[src/hdl/adp_pkg.sv]
// package: shared types, widths and character codes of the decimal command parser
package adp_pkg;

  localparam int BYTE_W = 8;
  localparam int MANT_W = 50;
  localparam int FRAC_W = 4;
  localparam int TGT_W = 2;
  localparam int STAT_W = 2;
  localparam int PROD_W = MANT_W + 4;
  localparam int MAX_LEN_DEFAULT = 16;

  localparam logic [BYTE_W-1:0] ASCII_ZERO = 8'h30;
  localparam logic [BYTE_W-1:0] ASCII_NINE = 8'h39;
  localparam logic [BYTE_W-1:0] ASCII_POINT = 8'h2E;
  localparam logic [BYTE_W-1:0] ASCII_S = 8'h53;
  localparam logic [BYTE_W-1:0] ASCII_P = 8'h50;
  localparam logic [BYTE_W-1:0] ASCII_I = 8'h49;
  localparam logic [BYTE_W-1:0] ASCII_D = 8'h44;

  localparam logic [PROD_W-1:0] MANT_MAX = PROD_W'(64'd999999999999999);
  localparam logic [FRAC_W-1:0] FRAC_MAX = '1;

  typedef enum logic [TGT_W-1:0] {
    TGT_SETPOINT = 2'd0,
    TGT_KP       = 2'd1,
    TGT_KI       = 2'd2,
    TGT_KD       = 2'd3
  } target_t;

  typedef enum logic [STAT_W-1:0] {
    STATUS_OK       = 2'd0,
    STATUS_BAD_CHAR = 2'd1,
    STATUS_TOO_LONG = 2'd2
  } status_t;

  typedef struct packed {
    logic              valid;
    logic [BYTE_W-1:0] data;
  } stage_t;

endpackage

[src/hdl/adp_ifs.sv]
// interfaces: received byte channel and command result channel
interface adp_rx_if;
  logic                      valid;
  logic                      ready;
  logic [adp_pkg::BYTE_W-1:0] rx_byte;

  modport source (output valid, output rx_byte, input ready);
  modport sink (input valid, input rx_byte, output ready);
endinterface

interface adp_cmd_if;
  logic                      valid;
  logic                      ready;
  logic [adp_pkg::TGT_W-1:0]  target;
  logic [adp_pkg::MANT_W-1:0] mantissa;
  logic [adp_pkg::FRAC_W-1:0] fraction_digits;
  logic [adp_pkg::STAT_W-1:0] status;

  modport source (output valid, output target, output mantissa, output fraction_digits,
                  output status, input ready);
  modport sink (input valid, input target, input mantissa, input fraction_digits,
                input status, output ready);
endinterface

[src/hdl/ascii_decimal_command_parser_unit.sv]
// Takes one received byte per cycle on rx and reports each command on cmd. Every
// byte passes an input register before it is folded into the field state, so a
// byte can be accepted every cycle; a command letter passes the input register and
// the result register before it is presented on cmd, and waits in the result
// register until taken, while digits and other bytes keep flowing. Only a command
// letter arriving while an untaken result still occupies the result register
// stalls rx. The mantissa update is one multiply by ten (shift and add) plus a
// digit and a compare.
module ascii_decimal_command_parser_unit #(
  parameter int MAX_LEN = adp_pkg::MAX_LEN_DEFAULT
) (
  input  logic      clk,
  input  logic      rst,
  adp_rx_if.sink    rx,
  adp_cmd_if.source cmd
);
  import adp_pkg::*;

  stage_t stage;
  logic   take;

  adp_in_stage u_in_stage (
    .clk   (clk),
    .rst   (rst),
    .rx    (rx),
    .take  (take),
    .stage (stage)
  );

  adp_core #(
    .MAX_LEN (MAX_LEN)
  ) u_core (
    .clk   (clk),
    .rst   (rst),
    .stage (stage),
    .take  (take),
    .cmd   (cmd)
  );

endmodule

[src/hdl/adp_in_stage.sv]
// input register: holds one received byte until the parser consumes it
module adp_in_stage (
  input  logic           clk,
  input  logic           rst,
  adp_rx_if.sink         rx,
  input  logic           take,
  output adp_pkg::stage_t stage
);
  import adp_pkg::*;

  logic              valid;
  logic [BYTE_W-1:0] data;

  assign rx.ready = !valid || take;

  always_ff @(posedge clk) begin
    if (rst) begin
      valid <= 1'b0;
    end else if (rx.ready) begin
      valid <= rx.valid;
    end
  end

  always_ff @(posedge clk) begin
    if (rx.valid && rx.ready) begin
      data <= rx.rx_byte;
    end
  end

  assign stage.valid = valid;
  assign stage.data = data;

endmodule

[src/hdl/adp_core.sv]
// parser core: field accumulation state and registered command result
module adp_core #(
  parameter int MAX_LEN = adp_pkg::MAX_LEN_DEFAULT
) (
  input  logic            clk,
  input  logic            rst,
  input  adp_pkg::stage_t stage,
  output logic            take,
  adp_cmd_if.source       cmd
);
  import adp_pkg::*;

  localparam int CNT_W = $clog2(MAX_LEN + 1);
  localparam logic [CNT_W-1:0] CNT_FULL = CNT_W'(MAX_LEN);
  localparam logic [CNT_W-1:0] CNT_LAST = CNT_W'(MAX_LEN - 1);

  logic [MANT_W-1:0] acc, acc_next;
  logic [FRAC_W-1:0] frac, frac_next;
  logic              point_seen, point_seen_next;
  logic [CNT_W-1:0]  char_count, char_count_next;
  logic              bad_seen, bad_seen_next;

  logic              out_valid;
  target_t           out_target;
  logic [MANT_W-1:0] out_mantissa;
  logic [FRAC_W-1:0] out_frac;
  status_t           out_status;

  logic              is_cmd;
  target_t           tgt;
  logic              is_digit;
  logic [3:0]        digit;
  logic [CNT_W-1:0]  cnt_inc;
  logic [PROD_W-1:0] prod;
  status_t           status;
  logic              load;

  always_comb begin
    is_cmd = 1'b1;
    tgt = TGT_SETPOINT;
    priority case (stage.data)
      ASCII_S: tgt = TGT_SETPOINT;
      ASCII_P: tgt = TGT_KP;
      ASCII_I: tgt = TGT_KI;
      ASCII_D: tgt = TGT_KD;
      default: is_cmd = 1'b0;
    endcase
  end

  assign take = stage.valid && (!is_cmd || !out_valid || cmd.ready);
  assign load = take && is_cmd;

  assign is_digit = (stage.data >= ASCII_ZERO) && (stage.data <= ASCII_NINE);
  assign digit = 4'(stage.data - ASCII_ZERO);
  assign cnt_inc = (char_count >= CNT_LAST) ? CNT_FULL : char_count + 1'b1;
  assign prod = {acc, 3'b000} + {2'b00, acc, 1'b0} + PROD_W'(digit);

  always_comb begin
    if (bad_seen) begin
      status = STATUS_BAD_CHAR;
    end else if (char_count >= CNT_FULL) begin
      status = STATUS_TOO_LONG;
    end else begin
      status = STATUS_OK;
    end
  end

  always_comb begin
    acc_next = acc;
    frac_next = frac;
    point_seen_next = point_seen;
    char_count_next = char_count;
    bad_seen_next = bad_seen;
    if (take) begin
      if (is_cmd) begin
        acc_next = '0;
        frac_next = '0;
        point_seen_next = 1'b0;
        char_count_next = '0;
        bad_seen_next = 1'b0;
      end else begin
        char_count_next = cnt_inc;
        if (is_digit) begin
          if (cnt_inc < CNT_FULL) begin
            if (prod > MANT_MAX) begin
              char_count_next = CNT_FULL;
            end else begin
              acc_next = prod[MANT_W-1:0];
              if (point_seen && frac != FRAC_MAX) begin
                frac_next = frac + 1'b1;
              end
            end
          end
        end else if (stage.data == ASCII_POINT) begin
          if (point_seen) begin
            bad_seen_next = 1'b1;
          end else begin
            point_seen_next = 1'b1;
          end
        end else begin
          bad_seen_next = 1'b1;
        end
      end
    end
  end

  always_ff @(posedge clk) begin
    if (rst) begin
      acc <= '0;
      frac <= '0;
      point_seen <= 1'b0;
      char_count <= '0;
      bad_seen <= 1'b0;
      out_valid <= 1'b0;
    end else begin
      acc <= acc_next;
      frac <= frac_next;
      point_seen <= point_seen_next;
      char_count <= char_count_next;
      bad_seen <= bad_seen_next;
      if (load) begin
        out_valid <= 1'b1;
      end else if (cmd.ready) begin
        out_valid <= 1'b0;
      end
    end
  end

  // result register
  always_ff @(posedge clk) begin
    if (load) begin
      out_target <= tgt;
      out_status <= status;
      out_mantissa <= (status == STATUS_OK) ? acc : '0;
      out_frac <= (status == STATUS_OK) ? frac : '0;
    end
  end

  assign cmd.valid = out_valid;
  assign cmd.target = out_target;
  assign cmd.mantissa = out_mantissa;
  assign cmd.fraction_digits = out_frac;
  assign cmd.status = out_status;

  a_err_zero: assert property (@(posedge clk) disable iff (rst)
    (out_valid && out_status != STATUS_OK) |-> (out_mantissa == '0 && out_frac == '0))
    else $error("error result carries nonzero mantissa or fraction");

  a_cnt_range: assert property (@(posedge clk) disable iff (rst)
    char_count <= CNT_FULL)
    else $error("character count beyond limit");

  a_acc_range: assert property (@(posedge clk) disable iff (rst)
    {4'b0000, acc} <= MANT_MAX)
    else $error("mantissa beyond fifteen digits");

  a_clear: assert property (@(posedge clk) disable iff (rst)
    load |=> (acc == '0 && char_count == '0 && !point_seen && !bad_seen && out_valid))
    else $error("field state not cleared after command");

  a_frac_point: assert property (@(posedge clk) disable iff (rst)
    (frac != '0) |-> point_seen)
    else $error("fraction digits without point");

endmodule

[src/flat_wrapper.sv]
// flat-port wrapper written by rule: the top's interface ports become plain ports
module ascii_decimal_command_parser_unit_flat import adp_pkg::*;
#(
  parameter int MAX_LEN = adp_pkg::MAX_LEN_DEFAULT
)
  (clk, rst, rx_valid, rx_rx_byte, rx_ready, cmd_valid, cmd_target, cmd_mantissa, cmd_fraction_digits, cmd_status, cmd_ready);
  adp_rx_if rx_i ();
  adp_cmd_if cmd_i ();
  input  logic clk;
  input  logic rst;
  input wire logic [$bits(rx_i.valid)-1:0] rx_valid;
  input wire logic [$bits(rx_i.rx_byte)-1:0] rx_rx_byte;
  output wire logic [$bits(rx_i.ready)-1:0] rx_ready;
  output wire logic [$bits(cmd_i.valid)-1:0] cmd_valid;
  output wire logic [$bits(cmd_i.target)-1:0] cmd_target;
  output wire logic [$bits(cmd_i.mantissa)-1:0] cmd_mantissa;
  output wire logic [$bits(cmd_i.fraction_digits)-1:0] cmd_fraction_digits;
  output wire logic [$bits(cmd_i.status)-1:0] cmd_status;
  input wire logic [$bits(cmd_i.ready)-1:0] cmd_ready;
  assign rx_i.valid = rx_valid;
  assign rx_i.rx_byte = rx_rx_byte;
  assign rx_ready = rx_i.ready;
  assign cmd_valid = cmd_i.valid;
  assign cmd_target = cmd_i.target;
  assign cmd_mantissa = cmd_i.mantissa;
  assign cmd_fraction_digits = cmd_i.fraction_digits;
  assign cmd_status = cmd_i.status;
  assign cmd_i.ready = cmd_ready;
  ascii_decimal_command_parser_unit #(.MAX_LEN(MAX_LEN)) u_core (.clk(clk), .rst(rst), .rx(rx_i), .cmd(cmd_i));
endmodule
[config.mk]
export PLATFORM = sky130hd
export DESIGN_NAME = ascii_decimal_command_parser_unit_flat
export DESIGN_NICKNAME = d
export VERILOG_FILES = /design/src/hdl/adp_pkg.sv /design/src/hdl/adp_ifs.sv /design/src/hdl/ascii_decimal_command_parser_unit.sv /design/src/hdl/adp_in_stage.sv /design/src/hdl/adp_core.sv /design/src/flat_wrapper.sv
export SDC_FILE = /design/constraint.sdc
export NUM_CORES = 1
export LEC_CHECK = 0
export ABC_AREA = 1
export BUFFER_PORTS_ARGS = -buffer_cell sky130_fd_sc_hd__buf_2
export CORE_MARGIN = 3
export CORE_UTILIZATION = 60
export DETAILED_ROUTE_END_ITERATION = 12
export GPL_ROUTABILITY_DRIVEN = 0
export PLACE_DENSITY = 0.79
export SYNTH_ARGS = -nofsm -noshare
export SYNTH_HDL_FRONTEND = slang
export SYNTH_SLANG_ARGS = --single-unit
[constraint.sdc]
create_clock -name clk -period 6.7 [get_ports clk]
set_input_delay 0.335 -clock clk [delete_from_list [all_inputs] [get_ports clk]]
set_output_delay 0.335 -clock clk [all_outputs]
set_load 0.02 [all_outputs]
==> results of run 1 <==
==> power breakdown <==
part	switching (mW)	internal [mW]	total (mW)
logic	0.0313	0.0107	0.0421
clock network	0.380	0.517	0.896
registers	0.00597	0.830	0.836
total	0.417	1.36	1.77
==> flip-flops by register name (all words and copies together) (netlist names) <==
signal,count
u_core.u_core.acc,50
u_core.u_core.cmd.mantissa,50
u_core.u_in_stage.data,8
u_core.u_core.char_count,5
u_core.u_core.cmd.fraction_digits,4
u_core.u_core.frac,4
u_core.u_core.cmd.status,2
u_core.u_core.cmd.target,2
u_core.u_core.bad_seen,1
u_core.u_core.cmd.valid,1
u_core.u_core.point_seen,1
u_core.u_in_stage.valid,1
==> kinds of logic after synthesis <==
| family | synth area share |
|---|---|
| AND/OR/NAND/NOR | 0.3706 |
| XOR/XNOR | 0.008248 |
| AO/OA/AOI/OAI | 0.06905 |
| adder cells (fa/ha/maj) | 0.1240 |
| buffers and inverters | 0.1228 |
| flip-flops | 0.3054 |
==> area by class of cell <==
type	instances	area, sq um
timing repair buffer	74	377.9
clock inverter	10	76.32
multi-input combinational	1212	6075
inverter	311	1169
tap	225	281.5
clock buffer	22	485.5
sequential	129	3243
fill	1553	5589
==> layer usage <==
| metal | track usage | vias to the layer above | routed length, um |
|---|---|---|---|
| li1 | - | 5423 | - |
| met1 | 0.4084 | 4819 | 12580 |
| met2 | 0.4822 | 539 | 12950 |
| met3 | 0.05586 | 92 | 2727 |
| met4 | 0.1174 | 0 | 1042 |
| met5 | 0 | - | 0 |
==> per-stage QoR <==
step | util | cells | cell area (sq um) | power (mW)
floorplan | - | 1680 | 10620 | 0.8818
finish | 0.6769 | 1983 | 11710 | 1.775
global placement | 0.6444 | 1951 | 11150 | 0.8939
global route | 0.6769 | 1983 | 11710 | 1.825
CTS | 0.6769 | 1983 | 11710 | 1.777
detailed placement | 0.6444 | 1951 | 11150 | 0.8949
==> cells in the mapped netlist, drive strengths merged, types with 2 or more instances <==
library cell / instances
nand2: 562
inv: 310
nor2: 190
nand3: 161
a21oi: 107
ha: 102
edfxtp: 66
dfxtp: 63
nand4: 20
o21ai: 20
clkbuf: 18
nand3b: 11
buf: 10
nor3: 9
xor2: 8
o21bai: 7
a21o: 2
fa: 2
nor4: 2
xnor2: 2
==> path summary, 6_finish.rpt <==
kind	end	depth (start not counted)	start
min	u_core.u_in_stage.data[1]	1	rx_rx_byte[1]
min reg2reg	u_core.u_core.char_count[3]	2	u_core.u_core.char_count[3]
max reg2reg	u_core.u_core.acc[20]	25	u_core.u_in_stage.data[3]
max	u_core.u_core.acc[20]	25	u_core.u_in_stage.data[3]
==> results.md, run 1 <==
- Top cells by area, synth: nand2_1, edfxtp_1, ha_1
- First-pass GRT wire length: 47,990 um
- Bufs and invs on worst path: 3
- Io pins: 72
- CTS root buffer: clkbuf_16
- DRC Markers: 0
- Share of layout cells above drive strength 1: 0.06598
- Synth async-reset ratio: 0
- Worst min-delay path class: in -> reg
- Total GRT Usage: 0.3020
- H-tree Lvls: 4
- Peak VDD IR: 0.1821 mV
- RSZ-0062 raised after global routing: false
- Die ar.: 19,330 sq um
- Crit-path max cell delay: 820 ps
- R2R setup slack: 1430 ps
- Worst path required time: 6990 ps
- Commonest cells after routing, fill and taps aside: nand2_1, inv_1, nor2_1, nand3_1, a21oi_1
- FF+latch count, synth: 129
- Startpoint type of the worst setup path: flop
- Post-synthesis sequential area ratio: 0.3054
- Yosys top cell by area: nand2_1
- Setup TNS: 0 ps
- Post-synth top flop: edfxtp_1
- Synth top area share: 0.1972
- Final clock period utilization by the worst path: 0.7870
- Clock transition time at the flip-flop clock pins of the worst setup and hold paths: 60 ps
- Die W: 139.0 um
- Warnings, synthesis: 0
- WL/cell: 14.77 um
- Status: completed
- Worst setup EP type: flop
- Synth unique cells: 34
- Num CTS Buffers: 17
- Initial antenna violation count: 0
- Worst Skew: 7.626 ps
- Final hold vios: 0
- Final setup margin: 1427 ps
- Slew Viols, Final: 0
- Starting Density: 0.6139
- Core Area: 17,300 sq um
- Final min period: 5273 ps
- Vias in the first global route: 10,010
- Largest net degree at the start of global routing: 62
- Hold buffer count at cts: 0
- Chip height: 139.0 um
- Syn_area_per_cell: 6.321 sq um
- Slew HR: 0.2623
- Fin Hold WS: 66.43 ps
- # setup viols final: 0
- Commonest non-fill, non-tap cell in the layout: nand2_1
- Clock buffer depth: 2
- Routed vias: 10,870
- Max Cap Viol: 0
- CTS tree: yes
- Worst slew pin tran: 1107 ps
- Sinks on Clock Net: 129
- Number of setup buffers added after CTS: 0
- Worst slack, placed: 1515 ps
- Total Routed Length: 29,290 um
- Leak: 6.169 nW
- Inserted Diodes: 0
- Starting DRT DRC Count: 1,196
- Crit path max fanout: 52
- NumNets Final: 1,861
- Core Rows: 48
- PortBufs: 71
- Post-route ant nets: 0
- Aggregate global routing overflow: 0
- Slowest cell on crit path: clkinv_2
- Cts repair resizes: 0
- Synth Instances: 1,680
- Worst setup path class: reg -> reg
- Post-detail-place hpwl: 22,160 um
- Syn_nets: 1,796
- Pwr per Cell Area: 151.6 nW/um^2
- Synthesized area: 10,620 sq um
- EDFF count, synth: 66
- First-pass DRT Iterations: 6
- Layout Area Growth over Synthesis: 10.25%
- Fmax: 189.6 MHz
- Cell class contributing the biggest share of worst-path delay: simple AND/OR/NAND/NOR gates
- CP arrival: 5560 ps
- CP most frequent cell: nand2_1
- Clock latency on the worst-skew pair: 440 ps
- Via-per-instance ratio: 5.483
Power figures use the tool's default switching activity.
==> inputs of run 2 (changes only) <==
--- a/config.mk
+++ b/config.mk
@@ -5,13 +5,13 @@
 export SDC_FILE = /design/constraint.sdc
 export NUM_CORES = 1
 export LEC_CHECK = 0
-export ABC_AREA = 1
+export ABC_AREA = 0
 export BUFFER_PORTS_ARGS = -buffer_cell sky130_fd_sc_hd__buf_2
 export CORE_MARGIN = 3
 export CORE_UTILIZATION = 60
 export DETAILED_ROUTE_END_ITERATION = 12
 export GPL_ROUTABILITY_DRIVEN = 0
-export PLACE_DENSITY = 0.79
+export PLACE_DENSITY = 0.8
 export SYNTH_ARGS = -nofsm -noshare
 export SYNTH_HDL_FRONTEND = slang
 export SYNTH_SLANG_ARGS = --single-unit
==> constraint.sdc (replaced) <==
create_clock -name clk -period 5.5 [get_ports clk]
set_input_delay 0.275 -clock clk [delete_from_list [all_inputs] [get_ports clk]]
set_output_delay 0.275 -clock clk [all_outputs]
set_load 0.02 [all_outputs]
==> run 2 against run 1 <==
  * Clock-buffer cell count unchanged
  * Fmax increased by 1.4%
  * Global-route usage fell by 2.1 points
  * Highest routed layer unchanged
  * Critical path depth decreased by 9
  * Critical endpoint is now u_core.u_core.acc[35]
  * Largest power group unchanged
==> results.md, run 2 <==
- Number of setup buffers added after CTS: 0
- Vias in the first global route: 8,486
- Largest net degree at the start of global routing: 62
- # setup viols final: 0
- Startpoint type of the worst setup path: flop
- Share of layout cells above drive strength 1: 0.1216
- Final min period: 5201 ps
- Syn_nets: 1,214
- Core Rows: 45
- Synth async-reset ratio: 0
- Worst Skew: 6.790 ps
- NumNets Final: 1,263
- Worst path required time: 5850 ps
- Aggregate global routing overflow: 0
- Clock transition time at the flip-flop clock pins of the worst setup and hold paths: 60 ps
- Met2 usage: 0.4484
- M1 GR Usage: 0.3792
- Peak VDD IR: 0.2693 mV
- WL/cell: 17.70 um
- Routed vias: 8,755
- Setup TNS: 0 ps
- Synth unique cells: 83
- Core Area: 15,310 sq um
- Synthesized area: 9484 sq um
- Net Sw Frac: 0.2116
- R2R setup slack: 300 ps
- Hold depth: 1
- Sinks on Clock Net: 129
- Starting Density: 0.6193
- FF+latch count, synth: 129
- Synth top area share: 0.2090
- Post-detail-place hpwl: 17,690 um
- Worst r2r src: u_core.u_in_stage.data[3]
- Die W: 131.7 um
- Fin Hold WS: 23.71 ps
- Slew HR: 0.4880
- CP startpoint: u_core.u_in_stage.data[3]
- Int Pwr: 1.717 mW
- Final hold vios: 0
- GR peak layer: met2
- Worst setup EP type: flop
- Pwr per Cell Area: 206.9 nW/um^2
- Synth Instances: 1,098
- DRC Markers: 0
- Chip height: 131.7 um
- Final setup margin: 298.8 ps
- Post-route ant nets: 0
- Io pins: 72
- Num CTS Buffers: 17
- H-tree Lvls: 4
- Cells on worst reg2reg path: 16
- NetSw: 0.4608 mW
- Warnings, synthesis: 0
- Max Cap Viol: 0
- Initial antenna violation count: 0
- Worst slack, placed: 402.2 ps
- Post-synth top flop: edfxtp_1
- Comb power frac: 0.023
- Top cells by area, synth: edfxtp_1, ha_1, dfxtp_1
- CTS tree: yes
- Met3 usage: 0.04977
- Crit path max fanout: 12
- Inserted Diodes: 0
- CP arrival: 5550 ps
- Via-per-instance ratio: 6.386
- Worst setup path class: reg -> reg
- Post-synthesis sequential area ratio: 0.3420
- Clock buffer depth: 2
- Cts repair resizes: 0
- EDFF count, synth: 66
- First-pass DRT Iterations: 6
- Clock latency on the worst-skew pair: 420 ps
- Reg2Reg Capture Point: u_core.u_core.acc[35]
- Fmax: 192.3 MHz
- Starting DRT DRC Count: 710
- Layout Area Growth over Synthesis: 10.99%
- Syn_area_per_cell: 8.638 sq um
- Worst min-delay path class: in -> reg
- Total GRT Usage: 0.2806
- Yosys top cell by area: edfxtp_1
- Hold buffer count at cts: 0
- Flop pwr share: 0.468
- Final core utilization: 0.6873
- CP Capture Point: u_core.u_core.acc[35]
- CTS root buffer: clkbuf_16
- First-pass GRT wire length: 40,700 um
- RSZ-0062 raised after global routing: false
- Worst slew pin tran: 768.1 ps
- Slew Viols, Final: 0
- Final clock period utilization by the worst path: 0.9457
- Leak: 4.506 nW
- Clock network power share: 0.509
- Most common cell in the netlist: a21oi_1
- PortBufs: 71
- Die ar.: 17,350 sq um
- Post-synth top cells: a21oi_1, nand2_1, ha_1
- Commonest cells after routing, fill and taps aside: a21oi_1, nand2_1, ha_1, buf_2, nor2_1
- Total Routed Length: 24,270 um
- Status: completed
- Commonest non-fill, non-tap cell in the layout: a21oi_1
- Power Total: 2.178 mW
==> run 2: cell count changes after synthesis, moves of 15 or more <==
cell	change
a21oi_1	+22
and2_1	+57
buf_2	+16
inv_1	-284
nand2_1	-445
nand3_1	-96
nor2_1	-119
nor3_1	+15
o21a_1	+18
o21ai_0	+30
==> run 2: cells by family after synthesis <==
kind of cell / count (synthesis) / share of synthesized area
multiplexers: 4 / 0.004749
XOR/XNOR: 37 / 0.03417
adder cells (fa/ha/maj): 104 / 0.1388
AND/OR/NAND/NOR: 444 / 0.2434
AO/OA/AOI/OAI: 304 / 0.2008
buffers and inverters: 76 / 0.03615
flip-flops: 129 / 0.3420
==> run 2: through the flow <==
| step | cells | cell area, sq um |
|---|---|---|
| final | 1371 | 10530 |
| after global routing | 1371 | 10530 |
| after CTS | 1371 | 10530 |
| after detailed placement | 1339 | 9952 |
| after global placement | 1339 | 9952 |
| after floorplan | 1098 | 9484 |
==> run 2: worst min path at each step <==
stage	slack [ps]	end	from
after floorplan	370	u_core.u_in_stage.data[0]	rx_rx_byte[0]
final	20	u_core.u_in_stage.data[4]	rx_rx_byte[4]
after global routing	20	u_core.u_in_stage.data[5]	rx_rx_byte[5]
after CTS	10	u_core.u_in_stage.data[4]	rx_rx_byte[4]
after global placement	450	u_core.u_in_stage.data[2]	rx_rx_byte[2]
after detailed placement	450	u_core.u_in_stage.data[4]	rx_rx_byte[4]
==> run 2: cell type report <==
| cell class | count | area [sq um] |
|---|---|---|
| inverters | 25 | 93.84 |
| flip-flops and latches | 129 | 3243 |
| repair buffers | 81 | 442.9 |
| clock inverters | 10 | 108.9 |
| well taps | 211 | 264.0 |
| fillers | 1239 | 4788 |
| multi-input cells | 893 | 5908 |
| clock buffers | 22 | 465.4 |
==> run 2: power groups by stage <==
stage                     clock, mW  sequential, mW  combinational, mW
final                          1.11            1.02             0.0499
after detailed placement          0            1.04             0.0493
after global routing           1.15            1.02             0.0558
after floorplan                   0            1.04             0.0330
after CTS                      1.12            1.02             0.0498
after global placement            0            1.04             0.0486
==> run 2: critical path: stages, from the launching register on <==
cell and delay (ps):
edfxtp_1 410, inv_1 110, fa_1 530, fa_1 480, nor2b_1 250, o211a_1 230
o21ai_1 170, o21ai_0 250, xnor2_1 210, nor4_1 130, or3_1 330, a31o_2 270
a221oi_1 520, and2_1 290, o21ai_4 160, or4b_1 630, a21oi_1 170
==> run 2: routing by layer <==
layer / up-vias / wire (um)
met5: - / 0
met4: 0 / 661
met3: 64 / 1930
met2: 424 / 11040
met1: 4081 / 10640
li1: 4186 / -
